**config.mk**
```make
export PLATFORM = sky130hd
export DESIGN_NAME = osd_settings_menu_controller
export DESIGN_NICKNAME = d
export VERILOG_FILES = /design/src/osd_smc_pkg.sv /design/src/osd_settings_menu_controller.sv
export SDC_FILE = /design/constraint.sdc
export NUM_CORES = 1
export LEC_CHECK = 0
export BUFFER_PORTS_ARGS = -buffer_cell sky130_fd_sc_hd__buf_2
export CORE_ASPECT_RATIO = 1.5
export CORE_MARGIN = 3
export CORE_UTILIZATION = 55
export CTS_CLUSTER_SIZE = 14
export DETAILED_ROUTE_END_ITERATION = 10
export PLACE_DENSITY_LB_ADDON = 0.12
export RECOVER_POWER = 25
export SLEW_MARGIN = 25
export SYNTH_ARGS = -nofsm -noshare
export SYNTH_HDL_FRONTEND = slang
export SYNTH_SLANG_ARGS = --single-unit
```
**constraint.sdc**
```tcl
create_clock -name clk -period 5.3 [get_ports clk]
set_clock_uncertainty 0.1 [all_clocks]
set_input_delay 1.06 -clock clk [delete_from_list [all_inputs] [get_ports clk]]
set_output_delay 1.06 -clock clk [all_outputs]
set_load 0.05 [all_outputs]
```
**src/osd_smc_pkg.sv**
```systemverilog
`default_nettype none
// ----------------------------------------------------------------------------
// osd_smc_pkg
// Shared constants and field tables for the OSD settings menu controller.
// ----------------------------------------------------------------------------
package osd_smc_pkg;

	localparam int KeyW  = 8;
	localparam int WordW = 16;
	localparam int RowW  = 3;

	localparam int KEY_F11   = 7;
	localparam int KEY_F3    = 6;
	localparam int KEY_RIGHT = 5;
	localparam int KEY_LEFT  = 4;
	localparam int KEY_DOWN  = 3;
	localparam int KEY_UP    = 2;

	localparam int BIT_ENABLE = 15;
	localparam int BIT_RESET  = 11;

	localparam logic [WordW-1:0] SETTINGS_RESET = 16'h000C;
	localparam logic [RowW-1:0]  LAST_ROW       = 3'd5;

	typedef logic [RowW-1:0] row_t;

	// bit position of the low end of each row's field
	function automatic logic [3:0] field_lsb(input row_t r);
		logic [3:0] v;
		case (r)
			3'd0:    v = 4'd7;
			3'd1:    v = 4'd6;
			3'd2:    v = 4'd5;
			3'd3:    v = 4'd4;
			3'd4:    v = 4'd2;
			default: v = 4'd0;
		endcase
		return v;
	endfunction

	// largest value each row's field may hold
	function automatic logic [1:0] field_max(input row_t r);
		logic [1:0] v;
		case (r)
			3'd0, 3'd1, 3'd2, 3'd3: v = 2'd1;
			default:                v = 2'd3;
		endcase
		return v;
	endfunction

endpackage
`default_nettype wire

```
**src/osd_settings_menu_controller.sv**
```systemverilog
// One polled key byte per beat in, one result beat out: the control word, the
// selected menu row and a redraw flag. A beat can be taken every clock cycle
// while in_stall is low; each beat passes through the input register and then
// the result register, and leaves the result register when the output is not
// stalled. The settings, the row and the previous key byte update once per
// beat as it moves from the input register into the result register.
`default_nettype none
// ----------------------------------------------------------------------------
// osd_settings_menu_controller
// Key edge detection, menu navigation and settings field adjustment.
// ----------------------------------------------------------------------------
module osd_settings_menu_controller
	import osd_smc_pkg::*;
(
	input  wire logic             clk,
	input  wire logic             arst_n,
	input  wire logic             in_valid,
	output logic                  in_stall,
	input  wire logic [KeyW-1:0]  keys,
	output logic                  out_valid,
	input  wire logic             out_stall,
	output logic [WordW-1:0]      control_word,
	output logic [RowW-1:0]       menu_row,
	output logic                  redraw
);

	logic             valid_s1;
	logic [KeyW-1:0]  keys_s1;
	logic             valid_s2;
	logic [WordW-1:0] word_s2;
	row_t             row_s2;
	logic             redraw_s2;

	logic [WordW-1:0] settings_q;
	row_t             row_q;
	logic [KeyW-1:0]  prev_keys_q;

	logic             s2_free;
	logic             advance;
	logic             accept;

	logic [KeyW-1:0]  rise;
	row_t             row_cur;
	row_t             row_up;
	row_t             row_nx;
	logic [WordW-1:0] set_tog;
	logic [WordW-1:0] set_nx;
	logic [WordW-1:0] mask;
	logic [3:0]       lsb;
	logic [1:0]       top;
	logic [1:0]       val;
	logic [WordW-1:0] word_nx;

	// handshake
	assign s2_free  = !valid_s2 || !out_stall;
	assign advance  = valid_s1 && s2_free;
	assign in_stall = valid_s1 && !s2_free;
	assign accept   = in_valid && !in_stall;

	// per-beat work
	always_comb begin
		rise    = keys_s1 & ~prev_keys_q;
		row_cur = (row_q > LAST_ROW) ? LAST_ROW : row_q;
		set_tog = settings_q;
		if (rise[KEY_F11]) begin
			set_tog[BIT_ENABLE] = ~settings_q[BIT_ENABLE];
		end
		row_up = row_cur;
		if (rise[KEY_UP] && row_cur != 3'd0) begin
			row_up = row_cur - 3'd1;
		end
		row_nx = row_up;
		if (rise[KEY_DOWN] && row_up < LAST_ROW) begin
			row_nx = row_up + 3'd1;
		end
		lsb  = field_lsb(row_nx);
		top  = field_max(row_nx);
		mask = WordW'({14'd0, top} << lsb);
		val  = 2'((set_tog & mask) >> lsb);
		set_nx = set_tog;
		if (rise[KEY_LEFT]) begin
			if (val != 2'd0) begin
				set_nx = (set_tog & ~mask) | ((WordW'(val - 2'd1) << lsb) & mask);
			end
		end else if (rise[KEY_RIGHT]) begin
			if (val != top) begin
				set_nx = (set_tog & ~mask) | ((WordW'(val + 2'd1) << lsb) & mask);
			end
		end
		word_nx = set_nx;
		word_nx[BIT_RESET] = set_nx[BIT_ENABLE] && keys_s1[KEY_F3];
	end

	// input register
	always_ff @(posedge clk or negedge arst_n) begin
		if (!arst_n) begin
			valid_s1 <= 1'b0;
		end else if (accept) begin
			valid_s1 <= 1'b1;
		end else if (advance) begin
			valid_s1 <= 1'b0;
		end
	end

	always_ff @(posedge clk) begin
		if (accept) begin
			keys_s1 <= keys;
		end
	end

	// state
	always_ff @(posedge clk or negedge arst_n) begin
		if (!arst_n) begin
			settings_q  <= SETTINGS_RESET;
			row_q       <= '0;
			prev_keys_q <= '0;
		end else if (advance) begin
			settings_q  <= set_nx;
			row_q       <= row_nx;
			prev_keys_q <= keys_s1;
		end
	end

	// result register
	always_ff @(posedge clk or negedge arst_n) begin
		if (!arst_n) begin
			valid_s2 <= 1'b0;
		end else if (s2_free) begin
			valid_s2 <= valid_s1;
		end
	end

	always_ff @(posedge clk) begin
		if (advance) begin
			word_s2   <= word_nx;
			row_s2    <= row_nx;
			redraw_s2 <= (keys_s1 != prev_keys_q);
		end
	end

	assign out_valid    = valid_s2;
	assign control_word = word_s2;
	assign menu_row     = row_s2;
	assign redraw       = redraw_s2;

	// checks
	a_row_range: assert property (@(posedge clk) disable iff (!arst_n)
		out_valid |-> (menu_row <= LAST_ROW))
		else $error("menu row out of range");

	a_reset_needs_enable: assert property (@(posedge clk) disable iff (!arst_n)
		out_valid && control_word[BIT_RESET] |-> control_word[BIT_ENABLE])
		else $error("reset bit without enable");

	a_unused_bits_zero: assert property (@(posedge clk) disable iff (!arst_n)
		out_valid |-> (control_word[14:12] == 3'd0 && control_word[10:8] == 3'd0))
		else $error("unused control bits set");

	a_state_row_range: assert property (@(posedge clk) disable iff (!arst_n)
		row_q <= LAST_ROW)
		else $error("stored row out of range");

endmodule
`default_nettype wire
```
==> results.yml <==
floorplan:
  initial_core_util: 0.5874
  core_sq_um: 4654
  die_y_um: 92.35
  die_w_um: 63.57
  die-area_sq_um: 5870
  ios: 34
  fp-row-count: 30
worst_setup_path:
  cp_max_fo: 18
  r2r_slack_ps: 710
  cp-start-kind: "flop"
  worstReg2RegStart: "prev_keys_q[2]"
  rr_worst_depth: 16
  crit_arrival_ps: 4550
  reg2reg_to: "control_word[1]"
  worstPathRequired_ps: 5250
  crit_type: "flop to flop"
  end_kind: "flop"
detailed_routing:
  wl_per_cell_um: 15.02
  met3_length_um: 177
  drc: 0
  via_count: 2058
  met1Wirelength_mm: 2.256
  highest_layer: "met4"
  avgViaCountPerCell: 5.638
  first_pass_iters: 4
  drtAntennaViolNets: 0
  wl_mm: 5.484
  wl_met2_mm: 2.866
  dr.first_iter.drc_count: 154
layout:
  ff_latch_area_sq_um: 1269
  finish.instance_area_sq_um: 2938
  stdcell_count: 365
  multi_input_area_sq_um: 1262
  fillers: 401
  diodes: 0
  drive_above_1_share: 0.1395
  fin_nets: 320
  area_delta_synth_final_pct: 7.460
  final_core_util: 0.6312
sta:
  slew_headroom: 0.1299
  grt_setup_unrepaired: "false"
  tns_ps: 0
  fin_crit_sh: 0.8670
  setup_viol: 0
  min_period_ps: 4595
  max_freq_ghz: 0.2176
  drv_slew: 0
  holdWs_ps: 284.9
  hold_viol: 0
  tightest_slew_ps: 1305
placed_design:
  hpwl_mm: 3.923
  dp_cells: 357
  port_buffers: 28
  gp_congestion: 0.8339
  place_area_sq_um: 2830
clock_network:
  clock-sinks: 46
  clkTransAtPathRegs_ps: 80
  clock_latency_ps: 300
  cts_hold_buf: 0
  cts_tree: "done"
  cts_buffer_depth: 2
  post_cts_resized: 0
  h-tree-depth: 2
  post_cts_buffers: 0
  numCtsBuffers: 5
  cts-root-buf: "clkbuf_8"
synthesis:
  yosysUniqueCellTypes: 59
  netlist_area_sq_um: 2734
  synth_edf_count: 23
  ys_seq_area_frac: 0.4641
  avgSynthCellArea_sq_um: 9.626
  yosys.area.top_type_share: 0.2526
  synthFlopType: "edfxtp_1"
  postSynth.asyncResetShare: 0.5000
  ys_warn_count: 0
  yosys-top-cells-area: "edfxtp_1, dfrtp_1, nand2_1"
  synth_top_area_cell: "edfxtp_1"
  synth_seq_cells: 46
  synth_cells: 284
run_status:
  outcome: "completed"
worst_hold_path:
  hp-class: "flop to flop"
  hold_end: "settings_q[8]"
  holdPathStages: 0
  min_from: "settings_q[8]"
global_routing:
  grt_overflow: 0
  grt_first_pass_wirelength_mm: 9.480
  grt_util_all_layers: 0.2064
  antenna_found_initial: 0
  grt_pass1_vias: 2029
  grt_max_degree: 36
power_and_ir_drop:
  irDropWorstVdd_v: 0.0002443
  power_density_nw_per_um2: 593.5
  leakagePower_nw: 1.198
run:
  drv_cap: 0
==> cell families (layout without fill, tap and decap cells) <==
family | Yosys count | after routing | share of synthesized area
AND/OR/NAND/NOR | 100 | 100 | 0.1808
AO/OA/AOI/OAI | 71 | 71 | 0.1867
flip-flops | 46 | 46 | 0.4641
buffers and inverters | 43 | 56 | 0.07963
adder cells (fa/ha/maj) | 9 | 9 | 0.04028
XOR/XNOR | 9 | 9 | 0.02883
multiplexers | 5 | 5 | 0.01831
other | 1 | 5 | 0.001372
==> per-stage QoR <==
| stage | power [W] | setup slack (ps) |
|---|---|---|
| 6_report | 0.001743 | 705.1 |
| 4_1_cts | 0.001743 | 720.7 |
| 3_3_place_gp | 0.001474 | 949.4 |
| 2_1_floorplan | 0.001333 | 1580 |
| 3_5_place_dp | 0.001484 | 762.7 |
| 5_1_grt | 0.001885 | 186.4 |
==> worst max-delay path, stage by stage (launching register included) <==
cell       delay (ps)
dfrtp_1           370
inv_1              60
ha_1              480
nor2b_1           300
nand3b_1          100
o21ai_0           110
ha_1              290
nand2_1            90
o21ai_0           150
or3_1             520
o2111ai_1         420
nand3_1           210
ha_1              390
nor2_1            380
nand2_1           130
mux2i_1           180
nor3_2             60
==> sequential cells by signal, summed over array words and instances (netlist names) <==
| signal | cells |
|---|---|
| redraw | 1 |
| settings_q | 10 |
| row_q | 3 |
| control_word | 11 |
| menu_row | 3 |
| prev_keys_q | 8 |
| out_valid | 1 |
| keys_s1 | 8 |
| valid_s1 | 1 |
==> power breakdown <==
part           switching, W  total [W]  internal (W)
sequential        0.0000848   0.000567      0.000482
clock              0.000115   0.000256      0.000141
combinational      0.000612   0.000921      0.000309
==> cell usage after synthesis, drive strengths merged, types with 4 or more instances <==
cell     n
nand2   39
nor3     8
xor2     4
nand2b   8
clkbuf   8
and2     5
edfxtp  23
xnor2    5
buf     16
mux2i    5
a21oi    9
inv     19
dfrtp   21
o21ai   23
o31ai    5
ha       8
nor2    15
nand3    9
==> metal layers <==
metal  vias to the layer above  global-route usage
li1                       1035                   -
met1                       957              0.2460
met2                        50              0.3566
met3                        16             0.03155
met4                         0              0.1045
met5                         -                   0
==> worst max-delay path by stage <==
stage	endpoint	startpoint	slack, ps	cells past startpoint
4_1_cts	control_word[1]	prev_keys_q[2]	720	16
2_1_floorplan	control_word[4]	keys_s1[2]	1580	15
3_3_place_gp	control_word[1]	prev_keys_q[2]	950	16
6_report	control_word[1]	prev_keys_q[2]	710	16
3_5_place_dp	control_word[1]	prev_keys_q[2]	760	16
5_1_grt	control_word[1]	prev_keys_q[2]	190	16
==> cell type report <==
class / instances / area share
sequential: 46 / 0.4319
multi-input combinational: 199 / 0.4297
timing repair buffer: 29 / 0.04940
tap: 64 / 0.02726
clock buffer: 6 / 0.02470
inverter: 19 / 0.02428
clock inverter: 2 / 0.01278
==> cells in the final DEF, fill, tap and decap left out, drive strengths merged, types with 3 or more instances in the layout <==
cell      n
nor3      8
o21ai    23
and3      3
buf      27
edfxtp   23
a2bb2oi   3
a221oi    3
conb      5
and2      5
mux2i     5
o21a      3
xnor2     5
nand2    39
nand2b    8
clkbuf    8
o31ai     5
nand4     3
nand3     9
xor2      4
nor2     15
a211oi    3
dfrtp    21
ha        8
inv      19
a21oi     9
Note: power is estimated with default switching activity, not from simulation.
